### src/rtl/core/dtpc_pkg.sv
`timescale 1ns / 1ps
// ----------------------------------------------------------------------------
// dtpc_pkg
// Types, register indexes and fixed-point constants shared by the depth to
// colored point cloud block.
// ----------------------------------------------------------------------------
package dtpc_pkg;

  localparam int MAX_WIDTH  = 4096;
  localparam int MAX_HEIGHT = 4096;
  localparam int COL_W      = $clog2(MAX_WIDTH);
  localparam int ROW_W      = $clog2(MAX_HEIGHT);

  // pixel position in Q.8, wide enough for any frame size up to 65536
  localparam int POS_W      = 24;
  localparam int PROD1_W    = POS_W + 24;
  localparam int T_W        = PROD1_W - 8;
  localparam int T_LO_W     = T_W / 2;
  localparam int T_HI_W     = T_W - T_LO_W;
  localparam int PP_LO_W    = T_LO_W + 24;
  localparam int PP_HI_W    = T_HI_W + 24;
  localparam int SUM_W      = T_W + 24 + 1;
  localparam int R_W        = SUM_W - 24;

  localparam int CNT_W      = 25;
  localparam logic [CNT_W-1:0] COUNT_MAX = {CNT_W{1'b1}};

  localparam logic [23:0] Z_SAT      = 24'hFFFFFF;
  localparam logic [23:0] ZFIX_LOW   = 24'd6554;
  localparam logic [23:0] ZFIX_HIGH  = 24'd163840;
  localparam logic [R_W-1:0] POS_LIM = R_W'(24'd8388607);
  localparam logic [R_W-1:0] NEG_LIM = R_W'(24'd8388608);

  // configuration register indexes
  localparam int CFG_IDX_W = 4;
  localparam logic [CFG_IDX_W-1:0] REG_USE_MASK    = 4'd0;
  localparam logic [CFG_IDX_W-1:0] REG_Z_SCALE     = 4'd1;
  localparam logic [CFG_IDX_W-1:0] REG_Z_MIN       = 4'd2;
  localparam logic [CFG_IDX_W-1:0] REG_Z_MAX       = 4'd3;
  localparam logic [CFG_IDX_W-1:0] REG_INV_FOCAL_X = 4'd4;
  localparam logic [CFG_IDX_W-1:0] REG_INV_FOCAL_Y = 4'd5;
  localparam logic [CFG_IDX_W-1:0] REG_CENTER_X    = 4'd6;
  localparam logic [CFG_IDX_W-1:0] REG_CENTER_Y    = 4'd7;

  localparam int Q_DEPTH = 2;
  localparam int Q_AW    = $clog2(Q_DEPTH);

  typedef struct packed {
    logic        use_mask;
    logic [23:0] z_scale;
    logic [23:0] z_min;
    logic [23:0] z_max;
    logic [23:0] inv_focal_x;
    logic [23:0] inv_focal_y;
    logic [19:0] center_x;
    logic [19:0] center_y;
  } cfg_t;

  typedef struct packed {
    logic [15:0] depth_code;
    logic [7:0]  mask_value;
    logic [7:0]  red;
    logic [7:0]  green;
    logic [7:0]  blue;
    logic        start_of_frame;
    logic        end_of_row;
    logic        end_of_frame;
  } pixel_t;

  typedef struct packed {
    logic              point_valid;
    logic              frame_done;
    logic [CNT_W-1:0]  point_count;
    logic signed [23:0] x_pos;
    logic signed [23:0] y_pos;
    logic [23:0]       z_depth;
    logic [7:0]        point_red;
    logic [7:0]        point_green;
    logic [7:0]        point_blue;
  } point_t;

  // classified pixel handed from front to back
  typedef struct packed {
    logic             keep;
    logic             eof;
    logic [CNT_W-1:0] count;
    logic [COL_W-1:0] col;
    logic [ROW_W-1:0] row;
    logic [23:0]      z;
    logic [7:0]       red;
    logic [7:0]       green;
    logic [7:0]       blue;
  } entry_t;

endpackage

### src/rtl/core/dtpc_queue.sv
`timescale 1ns / 1ps
// ----------------------------------------------------------------------------
// dtpc_queue
// Short FIFO of classified pixels between front and back.
// ----------------------------------------------------------------------------
module dtpc_queue (
  input  logic              clk,
  input  logic              rst_n,
  input  logic              push,
  input  dtpc_pkg::entry_t  push_data,
  output logic              full,
  input  logic              pop,
  output logic              not_empty,
  output dtpc_pkg::entry_t  pop_data
);
  import dtpc_pkg::*;

  entry_t               mem_r [Q_DEPTH];
  logic [Q_AW-1:0]      wr_ptr_r, wr_ptr_nxt;
  logic [Q_AW-1:0]      rd_ptr_r, rd_ptr_nxt;
  logic [Q_AW:0]        fill_r, fill_nxt;
  logic                 do_push, do_pop;

  assign full      = (fill_r == (Q_AW+1)'(Q_DEPTH));
  assign not_empty = (fill_r != '0);
  assign pop_data  = mem_r[rd_ptr_r];
  assign do_push   = push && !full;
  assign do_pop    = pop && not_empty;

  always_comb begin
    wr_ptr_nxt = wr_ptr_r;
    rd_ptr_nxt = rd_ptr_r;
    fill_nxt   = fill_r;
    if (do_push) begin
      wr_ptr_nxt = (wr_ptr_r == Q_AW'(Q_DEPTH-1)) ? '0 : wr_ptr_r + 1'b1;
    end
    if (do_pop) begin
      rd_ptr_nxt = (rd_ptr_r == Q_AW'(Q_DEPTH-1)) ? '0 : rd_ptr_r + 1'b1;
    end
    if (do_push && !do_pop) begin
      fill_nxt = fill_r + 1'b1;
    end else if (do_pop && !do_push) begin
      fill_nxt = fill_r - 1'b1;
    end
  end

  always_ff @(posedge clk) begin
    if (!rst_n) begin
      wr_ptr_r <= '0;
      rd_ptr_r <= '0;
      fill_r   <= '0;
    end else begin
      wr_ptr_r <= wr_ptr_nxt;
      rd_ptr_r <= rd_ptr_nxt;
      fill_r   <= fill_nxt;
    end
  end

  always_ff @(posedge clk) begin
    if (do_push) begin
      mem_r[wr_ptr_r] <= push_data;
    end
  end

endmodule

### config.mk
export PLATFORM = sky130hd
export DESIGN_NAME = dtpc_queue
export DESIGN_NICKNAME = d
export VERILOG_FILES = /design/src/rtl/core/dtpc_pkg.sv /design/src/rtl/core/dtpc_queue.sv
export SDC_FILE = /design/constraint.sdc
export NUM_CORES = 1
export LEC_CHECK = 0
export BUFFER_PORTS_ARGS = -buffer_cell sky130_fd_sc_hd__buf_2
export CORE_MARGIN = 2
export CORE_UTILIZATION = 35
export CTS_BUF_LIST = sky130_fd_sc_hd__clkbuf_16
export DETAILED_ROUTE_END_ITERATION = 10
export GPL_TIMING_DRIVEN = 0
export HOLD_SLACK_MARGIN = 0.12
export SLEW_MARGIN = 20
export SYNTH_ARGS = -nofsm -noshare
export SYNTH_HDL_FRONTEND = slang
export SYNTH_SLANG_ARGS = --single-unit
### constraint.sdc
create_clock -name clk -period 6.9 [get_ports clk]
set_input_delay 1.035 -clock clk [delete_from_list [all_inputs] [get_ports clk]]
set_output_delay 1.035 -clock clk [all_outputs]
set_load 0.03 [all_outputs]
==> results by group <==
Outcome
  • Status: finished clean

Timing
  • Final Hold Viols: 0
  • Crit share post-route: 41.2%
  • RSZ-0062 raised after global routing: no
  • Final min period: ~2.8 ns
  • Slew Viols, Final: 0
  • Worst Tran Pin Value: between 0.4 and 0.5 ns
  • Worst setup margin: 4.06 ns
  • Rel. slew slack: a little over 70%
  • Max Clk Rate: between 0.3 and 0.4 GHz
  • Clock skew: around 0.0053 ns
  • Final setup violation count: 0

Yosys
  • Number of synthesis warnings: 0
  • Syn Area/Cell: approximately 22 um^2
  • Synth top area share: between 80% and 90%
  • Post-synth top area cell: edfxtp_1
  • Main synth FF type: edfxtp_1
  • Post-Syn Nets: 437
  • Area contributors post-synth: edfxtp_1 80%, mux2_2 14%, mux2_4 2.0%
  • Synth async-reset ratio: 0%
  • Sequential fraction of the synthesis area: 81.6%
  • Synth Register Bits: a little over 200
  • EDFF count, synth: 198
  • Post-Synthesis Cells: 333
  • Post-synthesis cell type count: 23
  • Post-synthesis instance area: around 7400 um^2

Route
  • Via density: 4.41
  • 1st-iter DRT viols: around 130
  • Count of TritonRoute iterations in the first routing pass: 4
  • Final WL: 13.7 mm
  • Wire length per cell: between 15 and 20 um
  • Via count: 3800
  • Antenna-violating nets left: 0
  • Final routed DRC violation total: 0

Worst setup path
  • Setup CP Type: flip-flop to output port
  • CP Max Fanout: 10
  • Required @ worst endpoint: ~5.9 ns
  • R2r setup slk: roughly 5 ns
  • Crit path DAT: between 1.5 and 2 ns
  • Reg2reg path depth: 5
  • Setup crit start kind: flip-flop
  • Worst setup EP type: output port
  • RR Endpoint: mem_r[0][15]
  • Critical Path Sink: pop_data[68]
  • RR Startpoint: fill_r[0]

GRT
  • Largest net degree at the start of global routing: 46
  • Initial antenna violation count: 1
  • First-pass GRT wire length: approximately 21 mm
  • Grt total ovfl: 0
  • Vias in the first global route: about 4.1k
  • GRT Resource Usage Total: between 10% and 20%

Place
  • Dpl hpwl: 9.50 mm
  • Placed cells: between 800 and 900
  • Place WS: about 4.5 ns
  • Port bufs: just over 200
  • RePlAce Congestion: just under 0.7

Power and ir drop
  • Power per Cell Area: approximately 400 nW/um^2
  • P_leak: 3.62 nW
  • Worst VDD drop: 0.230 mV

Floorplan
  • Core Area: 20900 um^2
  • Rows: between 50 and 60
  • Die Width: between 100 and 150 um
  • Die span in y: roughly 150 um
  • Starting Density: about 35%
  • Io pins: 204
  • Die footprint: 22300 um^2

Cells and area
  • Reg area: about 6000 um^2
  • Post-Layout Cell Count: ~860
  • Most common cell after layout, fill and taps aside: buf_2
  • Multi-input logic area: 1290 um^2
  • Share of layout cells above drive strength 1: about three fifths
  • Layout Nets: about 670
  • Most frequent cells in the layout: 211 x buf_2, 198 x edfxtp_1, 89 x mux2_2
  • Fill cell count: between 1.5k and 2k
  • Area delta synth->final: 29.6%

Clock network
  • CTS buffer count: 22
  • Hold buffers post-CTS: 0
  • # H-tree levels: 1
  • Clock Sinks: ~200
  • Post-CTS setup buffer count: 0
  • Post-CTS resize count: 0
  • Skew-Pair Late Insertion Delay: between 0.4 and 0.5 ns
  • Max clock buf depth: 3
  • Worst-path clk slew: ~0.05 ns
  • CTS root buffer: clkbuf_16
  • CTS tree: done

Flow run
  • Max Cap Viol: 0

Min path
  • Worst min path class: flip-flop to flip-flop
  • Min-Delay Startpoint: fill_r[1]
-- kinds of logic (layout without fill, tap and decap cells) --
| family | after synthesis | count (layout) | synth area share (%) |
|---|---|---|---|
| fa+ha+maj | 1 | 1 | 0.169 |
| buf+inv | 13 | 265 | 1.10 |
| mux | 99 | 99 | 15.6 |
| flops | 203 | 203 | 81.6 |
| xor+xnor | 3 | 3 | 0.355 |
| compound gates | 5 | 5 | 0.439 |
| other cells | 0 | 1 | 0 |
| simple gates | 9 | 9 | 0.777 |
-- Yosys cell counts (2+ instances only) --
| cell | number |
|---|---|
| buf_2 | 8 |
| xnor2_1 | 2 |
| dfxtp_1 | 5 |
| mux2_2 | 89 |
| buf_6 | 3 |
| and2_1 | 3 |
| edfxtp_1 | 198 |
| mux2_4 | 10 |
-- per-layer routing --
| layer | track usage [%] | share of wire (%) | vias up |
|---|---|---|---|
| met5 | 0 | 0 | - |
| met4 | 3.19 | 2.3 | 0 |
| met3 | 3.93 | 8.5 | 25 |
| met2 | 20.5 | 50 | 135 |
| met1 | 13.9 | 39 | 1846 |
| li1 | - | - | 1794 |
-- critical path: stages, from the launching register on --
cell and delay (ns):
dfxtp_1 0.32, buf_6 0.15, buf_6 0.17, buf_6 0.19, mux2_4 0.31, buf_2 0.18
-- report_power, final --
part,internal (mW),switching [mW],leakage [nW]
Sequential,1.55,0.0368,1.89
Clock,0.602,0.438,0.338
Combinational,0.442,0.758,1.39
Total,2.59,1.23,3.62
-- registers in the layout (all words and copies together), names as in the netlist, named ones only --
register,flops
fill_r,2
mem_r,198
rd_ptr_r,1
wr_ptr_r,1
-- metrics by stage --
| step | power (mW) | hold WS [ns] | setup TNS (ns) | instance area, um^2 | utilization [%] |
|---|---|---|---|---|---|
| after detailed placement | 2.83 | 0.536 | 0 | 8940 | 42.8 |
| final | 3.82 | 0.538 | 0 | 9600 | 46.0 |
| after floorplan | 2.47 | 0.479 | 0 | 7410 | - |
| after global placement | 2.79 | 0.490 | -73.35 | 8770 | 42.0 |
| after CTS | 3.89 | 0.544 | 0 | 9600 | 46.0 |
| after global routing | 4.00 | 0.605 | 0 | 9600 | 46.0 |
-- area by class of cell --
cell class / count / share of cell area [%]
inverter: 2 / 0.0782
buffer: 11 / 0.769
clock inverter: 17 / 0.873
multi-input combinational: 117 / 13.5
antenna: 1 / 0.0261
timing repair buffer: 212 / 12.3
clock buffer: 23 / 5.99
tap: 275 / 3.58
sequential: 203 / 63.0
-- how the worst min path moves through the flow --
stage                end  slack (ns)  depth (start not counted)
2_1_floorplan  fill_r[1]        0.48                          2
3_3_place_gp   fill_r[1]        0.49                          2
3_5_place_dp   fill_r[1]        0.54                          2
4_1_cts        fill_r[1]        0.54                          2
5_1_grt        fill_r[1]        0.61                          2
6_report       fill_r[1]        0.54                          2
Power figures use the tool's default switching activity.
