File: src/rtl/core/dtpc_pkg.sv
`timescale 1ns / 1ps
// ----------------------------------------------------------------------------
// dtpc_pkg
// Types, register indexes and fixed-point constants shared by the depth to
// colored point cloud block.
// ----------------------------------------------------------------------------
package dtpc_pkg;

  localparam int MAX_WIDTH  = 4096;
  localparam int MAX_HEIGHT = 4096;
  localparam int COL_W      = $clog2(MAX_WIDTH);
  localparam int ROW_W      = $clog2(MAX_HEIGHT);

  // pixel position in Q.8, wide enough for any frame size up to 65536
  localparam int POS_W      = 24;
  localparam int PROD1_W    = POS_W + 24;
  localparam int T_W        = PROD1_W - 8;
  localparam int T_LO_W     = T_W / 2;
  localparam int T_HI_W     = T_W - T_LO_W;
  localparam int PP_LO_W    = T_LO_W + 24;
  localparam int PP_HI_W    = T_HI_W + 24;
  localparam int SUM_W      = T_W + 24 + 1;
  localparam int R_W        = SUM_W - 24;

  localparam int CNT_W      = 25;
  localparam logic [CNT_W-1:0] COUNT_MAX = {CNT_W{1'b1}};

  localparam logic [23:0] Z_SAT      = 24'hFFFFFF;
  localparam logic [23:0] ZFIX_LOW   = 24'd6554;
  localparam logic [23:0] ZFIX_HIGH  = 24'd163840;
  localparam logic [R_W-1:0] POS_LIM = R_W'(24'd8388607);
  localparam logic [R_W-1:0] NEG_LIM = R_W'(24'd8388608);

  // configuration register indexes
  localparam int CFG_IDX_W = 4;
  localparam logic [CFG_IDX_W-1:0] REG_USE_MASK    = 4'd0;
  localparam logic [CFG_IDX_W-1:0] REG_Z_SCALE     = 4'd1;
  localparam logic [CFG_IDX_W-1:0] REG_Z_MIN       = 4'd2;
  localparam logic [CFG_IDX_W-1:0] REG_Z_MAX       = 4'd3;
  localparam logic [CFG_IDX_W-1:0] REG_INV_FOCAL_X = 4'd4;
  localparam logic [CFG_IDX_W-1:0] REG_INV_FOCAL_Y = 4'd5;
  localparam logic [CFG_IDX_W-1:0] REG_CENTER_X    = 4'd6;
  localparam logic [CFG_IDX_W-1:0] REG_CENTER_Y    = 4'd7;

  localparam int Q_DEPTH = 2;
  localparam int Q_AW    = $clog2(Q_DEPTH);

  typedef struct packed {
    logic        use_mask;
    logic [23:0] z_scale;
    logic [23:0] z_min;
    logic [23:0] z_max;
    logic [23:0] inv_focal_x;
    logic [23:0] inv_focal_y;
    logic [19:0] center_x;
    logic [19:0] center_y;
  } cfg_t;

  typedef struct packed {
    logic [15:0] depth_code;
    logic [7:0]  mask_value;
    logic [7:0]  red;
    logic [7:0]  green;
    logic [7:0]  blue;
    logic        start_of_frame;
    logic        end_of_row;
    logic        end_of_frame;
  } pixel_t;

  typedef struct packed {
    logic              point_valid;
    logic              frame_done;
    logic [CNT_W-1:0]  point_count;
    logic signed [23:0] x_pos;
    logic signed [23:0] y_pos;
    logic [23:0]       z_depth;
    logic [7:0]        point_red;
    logic [7:0]        point_green;
    logic [7:0]        point_blue;
  } point_t;

  // classified pixel handed from front to back
  typedef struct packed {
    logic             keep;
    logic             eof;
    logic [CNT_W-1:0] count;
    logic [COL_W-1:0] col;
    logic [ROW_W-1:0] row;
    logic [23:0]      z;
    logic [7:0]       red;
    logic [7:0]       green;
    logic [7:0]       blue;
  } entry_t;

endpackage

File: src/rtl/core/dtpc_if.sv
`timescale 1ns / 1ps
// ----------------------------------------------------------------------------
// dtpc_if
// Valid/ready channels for pixel words and point words.
// ----------------------------------------------------------------------------
interface dtpc_pixel_if;
  logic             valid;
  logic             ready;
  dtpc_pkg::pixel_t data;

  modport source (output valid, output data, input ready);
  modport sink   (input valid, input data, output ready);
endinterface


File: src/rtl/core/dtpc_front.sv
`timescale 1ns / 1ps
// ----------------------------------------------------------------------------
// dtpc_front
// Accepts pixels, tracks column/row/count, computes Z and the keep gate.
// ----------------------------------------------------------------------------
module dtpc_front (
  input  logic              clk,
  input  logic              rst_n,
  input  dtpc_pkg::cfg_t    cfg,
  dtpc_pixel_if.sink        in_ch,
  output logic              q_push,
  output dtpc_pkg::entry_t  q_data,
  input  logic              q_full
);
  import dtpc_pkg::*;

  localparam logic F_IDLE  = 1'b0;
  localparam logic F_CLASS = 1'b1;

  logic             fs_r, fs_nxt;
  logic [COL_W-1:0] col_r, col_nxt;
  logic [ROW_W-1:0] row_r, row_nxt;
  logic [CNT_W-1:0] kept_r, kept_nxt;

  // captured pixel
  pixel_t           px_r;
  logic [COL_W-1:0] pcol_r;
  logic [ROW_W-1:0] prow_r;
  logic [CNT_W-1:0] base_cnt_r;
  logic [39:0]      zprod_r;

  logic             accept;
  logic [COL_W-1:0] col_base;
  logic [ROW_W-1:0] row_base;
  logic [31:0]      zfull;
  logic [23:0]      z;
  logic             keep;
  logic [CNT_W-1:0] cnt_new;
  logic             need_push;

  assign in_ch.ready = (fs_r == F_IDLE);
  assign accept      = in_ch.valid && in_ch.ready;

  assign col_base = in_ch.data.start_of_frame ? '0 : col_r;
  assign row_base = in_ch.data.start_of_frame ? '0 : row_r;

  // round Q16.24 to Q16.16, then saturate to Q8.16
  assign zfull = 32'((zprod_r + 40'd128) >> 8);
  assign z     = (zfull > 32'(Z_SAT)) ? Z_SAT : zfull[23:0];

  always_comb begin
    keep = (px_r.depth_code != '0);
    if (cfg.use_mask) begin
      keep = keep && (px_r.mask_value != '0) && (z > cfg.z_min) && (z < cfg.z_max);
    end else begin
      keep = keep && (z >= ZFIX_LOW) && (z < ZFIX_HIGH);
    end
  end

  assign cnt_new   = (keep && base_cnt_r < COUNT_MAX) ? base_cnt_r + 1'b1 : base_cnt_r;
  assign need_push = keep || px_r.end_of_frame;

  assign q_push = (fs_r == F_CLASS) && need_push;
  always_comb begin
    q_data.keep  = keep;
    q_data.eof   = px_r.end_of_frame;
    q_data.count = cnt_new;
    q_data.col   = pcol_r;
    q_data.row   = prow_r;
    q_data.z     = z;
    q_data.red   = px_r.red;
    q_data.green = px_r.green;
    q_data.blue  = px_r.blue;
  end

  always_comb begin
    fs_nxt   = fs_r;
    col_nxt  = col_r;
    row_nxt  = row_r;
    kept_nxt = kept_r;
    unique case (fs_r)
      F_IDLE: begin
        if (accept) begin
          fs_nxt = F_CLASS;
          priority if (in_ch.data.end_of_frame) begin
            col_nxt = '0;
            row_nxt = '0;
          end else if (in_ch.data.end_of_row) begin
            col_nxt = '0;
            row_nxt = (row_base < ROW_W'(MAX_HEIGHT-1)) ? row_base + 1'b1 : row_base;
          end else begin
            col_nxt = (col_base < COL_W'(MAX_WIDTH-1)) ? col_base + 1'b1 : col_base;
            row_nxt = row_base;
          end
        end
      end
      F_CLASS: begin
        // hold until the queue has room for the word
        if (!need_push || !q_full) begin
          fs_nxt   = F_IDLE;
          kept_nxt = px_r.end_of_frame ? '0 : cnt_new;
        end
      end
      default: fs_nxt = F_IDLE;
    endcase
  end

  always_ff @(posedge clk) begin
    if (!rst_n) begin
      fs_r   <= F_IDLE;
      col_r  <= '0;
      row_r  <= '0;
      kept_r <= '0;
    end else begin
      fs_r   <= fs_nxt;
      col_r  <= col_nxt;
      row_r  <= row_nxt;
      kept_r <= kept_nxt;
    end
  end

  always_ff @(posedge clk) begin
    if (accept) begin
      px_r       <= in_ch.data;
      pcol_r     <= col_base;
      prow_r     <= row_base;
      base_cnt_r <= in_ch.data.start_of_frame ? '0 : kept_r;
      zprod_r    <= 40'(in_ch.data.depth_code) * 40'(cfg.z_scale);
    end
  end

endmodule

File: src/flat_wrapper.sv
// flat-port wrapper written by rule: the top's interface ports become plain ports
module dtpc_front_flat import dtpc_pkg::*;
  (clk, rst_n, cfg, q_push, q_data, q_full, in_ch_valid, in_ch_data, in_ch_ready);
  dtpc_pixel_if in_ch_i ();
  input  logic clk;
  input  logic rst_n;
  input  dtpc_pkg::cfg_t cfg;
  output logic q_push;
  output dtpc_pkg::entry_t q_data;
  input  logic q_full;
  input wire logic [$bits(in_ch_i.valid)-1:0] in_ch_valid;
  input wire logic [$bits(in_ch_i.data)-1:0] in_ch_data;
  output wire logic [$bits(in_ch_i.ready)-1:0] in_ch_ready;
  assign in_ch_i.valid = in_ch_valid;
  assign in_ch_i.data = in_ch_data;
  assign in_ch_ready = in_ch_i.ready;
  dtpc_front u_core (.clk(clk), .rst_n(rst_n), .cfg(cfg), .in_ch(in_ch_i), .q_push(q_push), .q_data(q_data), .q_full(q_full));
endmodule
File: config.mk
export PLATFORM = sky130hd
export DESIGN_NAME = dtpc_front_flat
export DESIGN_NICKNAME = d
export VERILOG_FILES = /design/src/rtl/core/dtpc_pkg.sv /design/src/rtl/core/dtpc_if.sv /design/src/rtl/core/dtpc_front.sv /design/src/flat_wrapper.sv
export SDC_FILE = /design/constraint.sdc
export NUM_CORES = 1
export LEC_CHECK = 0
export BUFFER_PORTS_ARGS = -buffer_cell sky130_fd_sc_hd__buf_2
export CAP_MARGIN = 0
export CORE_MARGIN = 4
export CORE_UTILIZATION = 47
export CTS_CLUSTER_DIAMETER = 150
export DETAILED_ROUTE_END_ITERATION = 10
export PLACE_DENSITY = 0.75
export SYNTH_ARGS = -nofsm -noshare
export SYNTH_HDL_FRONTEND = slang
export SYNTH_SLANG_ARGS = --single-unit
File: constraint.sdc
create_clock -name clk -period 7.95 [get_ports clk]
set_input_delay 0.3975 -clock clk [delete_from_list [all_inputs] [get_ports clk]]
set_output_delay 0.3975 -clock clk [all_outputs]
set_load 0.01 [all_outputs]
==> metrics.txt <==
TritonCTS Buffers 17; Finished Layout Cells 3021; synthesis-to-finish area growth 9.85%; DRT Pass-1 Iters 6; CTS Root Cell clkbuf_16; Nets 3089; TritonCTS clock tree done; DR iter-0 viols 1233; Final period util 0.946; post-route antenna net violation count 0; GRT Total Usage 0.218; PD cells 403 mW/mm²; width of the die between 200 and 250 µm; Post-synth ARST share 0; Port Buffers 228; CTS resizes 0; final wirelength 53600 µm; LEAKAGE approximately 11 nW; design area around 0.024 mm²; vias in the first global route 17228; gr ovfl total 0; Least-Margin Pin Slew 1.09 ns; Min-Delay Path Class in2reg; kind of critical path reg2out; CTS sink count 181; WL/cell 17.7 µm; crit-path max FO 19; status finished clean; Vias/cell 5.34; core area ~0.045 mm²; hold_buf cts 0; Clock Pin Slew Worst Setup and Hold Paths 0.07 ns; layout cells sized above 1 0.132; Setup Total Neg Slack 0 ns; Yosys warnings 0; Vert. Die Dim about 220 µm; Tmin final 7.52 ns; Peak Freq 0.133 GHz; worst vdd ir 513 µV; DP Cell Count 2989; Placer Congestion 0.921; row count slightly below 80; DP HPWL 43300 µm; DRC viols 0; Final Hold Viols 0; Clock Latency Late Sink between 0.4 and 0.5 ns; initial antenna violation count 1; Yosys cell types 83; Worst EP arrival between 7 and 8 ns; Initial Util 0.474; Yosys reg bits 181; type of origin of the critical path flop; I/O pin total around 320; clk_skew 0.0168 ns; Main synth FF type edfxtp_1; Slew Limit Fails 0; antenna fix cells 0; first-pass GRT wire length 87700 µm; Placed Area 0.0230 mm²; Synth Cell Area about 0.021 mm²; Vias 16147; post-synthesis sequential area ratio 0.230; DIE AREA 0.0491 mm²; CTS H-tree lvls 4; hold slack 0.123 ns; max_cap viols 0; CP required 7.55 ns; Syn Area/Cell 9.55 µm²; unrepaired setup endpoints after global routing false; syn nets between 2000 and 3000; Setup-failing EPs final 0; number of synthesized flops with an enable pin ~130; setup bufs post-CTS 0; CTS max path bufs 2; worst relative slew slack 0.271; crit end category output pin; Mapped Cells 2246; maximum number of pins on one net before global-route repair 93
## worst paths after layout
kind	startpoint	endpoint	slack (ns)	cells past startpoint
min reg2reg	u_core.kept_r[16]	u_core.kept_r[16]	0.47	1
min	in_ch_data[20]	u_core.q_data[17]	0.12	1
max reg2reg	u_core.zprod_r[8]	u_core.kept_r[17]	1.24	20
max	u_core.zprod_r[8]	q_data[86]	0.43	20
## Yosys cell counts (all sizes together), types with 31 or more instances
master  number  share of area
and2       166          0.048
xnor2       58          0.024
dfxtp       50          0.047
a21oi       40         0.0093
ha         160          0.093
nor2        61          0.011
o21ai       36         0.0084
nand2      303          0.053
and3        33          0.010
edfxtp     131           0.18
fa         305           0.28
inv        406          0.071
clkbuf      70          0.012
buf         38          0.013
nand4       43          0.013
nor2b       81          0.024
nand3       31         0.0072
## per-layer routing
metal  vias up  GRT usage  part of all wire
met5         -          0           0.00024
met4         2     0.0690             0.027
met3        87     0.0450             0.081
met2       661      0.362              0.48
met1      7930      0.290              0.42
li1       7467          -                 -
## cells by family after synthesis
| logic type | count (synthesis) | share of synthesized area |
|---|---|---|
| AND/OR/NAND/NOR | 796 | 0.192 |
| buffers and inverters | 516 | 0.0971 |
| adder cells (fa/ha/maj) | 465 | 0.378 |
| AO/OA/AOI/OAI | 200 | 0.0657 |
| flip-flops | 181 | 0.230 |
| XOR/XNOR | 79 | 0.0323 |
| multiplexers | 9 | 0.00484 |
## through the flow
stage	setup slack, ns	total power [W]	util
finish	0.432	0.00950	0.520
global route	0.0187	0.0106	0.520
CTS	0.447	0.00952	0.520
detailed placement	0.179	0.00864	0.507
global placement	0.277	0.00840	0.507
floorplan	0.961	0.00701	-
## state kept, by name, summed over array words and instances (netlist names), 24 cells and up
name and flops:
u_core.base_cnt_r 25, u_core.kept_r 25, u_core.q_data 25, u_core.zprod_r 33, u_core.px_r 24
## cell type report
type,count,area [µm²]
inverters,407,1530
fillers,4044,21700
clock buffers,18,439
multi-input cells,1549,14400
repair buffers,252,1320
clock inverters,14,154
flip-flops and latches,181,4930
well taps,600,751
## cell usage in the layout (no fill, tap or decap), types with 22 or more instances in the layout
master	count
a21oi_1	40
a22o_1	22
and2_1	165
and3_1	26
buf_2	228
buf_4	24
dfxtp_1	50
edfxtp_1	131
fa_1	305
ha_1	160
inv_1	406
nand2_1	303
nand3_1	31
nand4_1	42
nor2_1	60
nor2b_1	81
nor3_1	22
o21ai_0	36
xnor2_1	58
## report_power, final
group / total, W / internal (W) / switching (W)
Combinational: 0.00698 / 0.00300 / 0.00398
Sequential: 0.00169 / 0.00154 / 0.000154
Clock: 0.000829 / 0.000430 / 0.000399
## critical path: stages, from the launching register on
cell	delay, ns
edfxtp_1	0.45
ha_1	0.32
and4_4	0.32
nand4_4	0.14
nor4_1	0.48
and3_1	0.25
a2bb2oi_1	0.20
o211a_1	0.48
o21ai_0	0.42
ha_1	0.42
a21o_1	0.17
a21oi_1	0.14
nor2b_1	0.06
o31ai_1	0.34
o2111ai_1	0.19
a211oi_1	0.60
nor2_1	0.23
nor3_4	0.63
nand4_1	0.24
xnor2_1	0.40
buf_2	0.21
(Power assumes the default switching activity.)
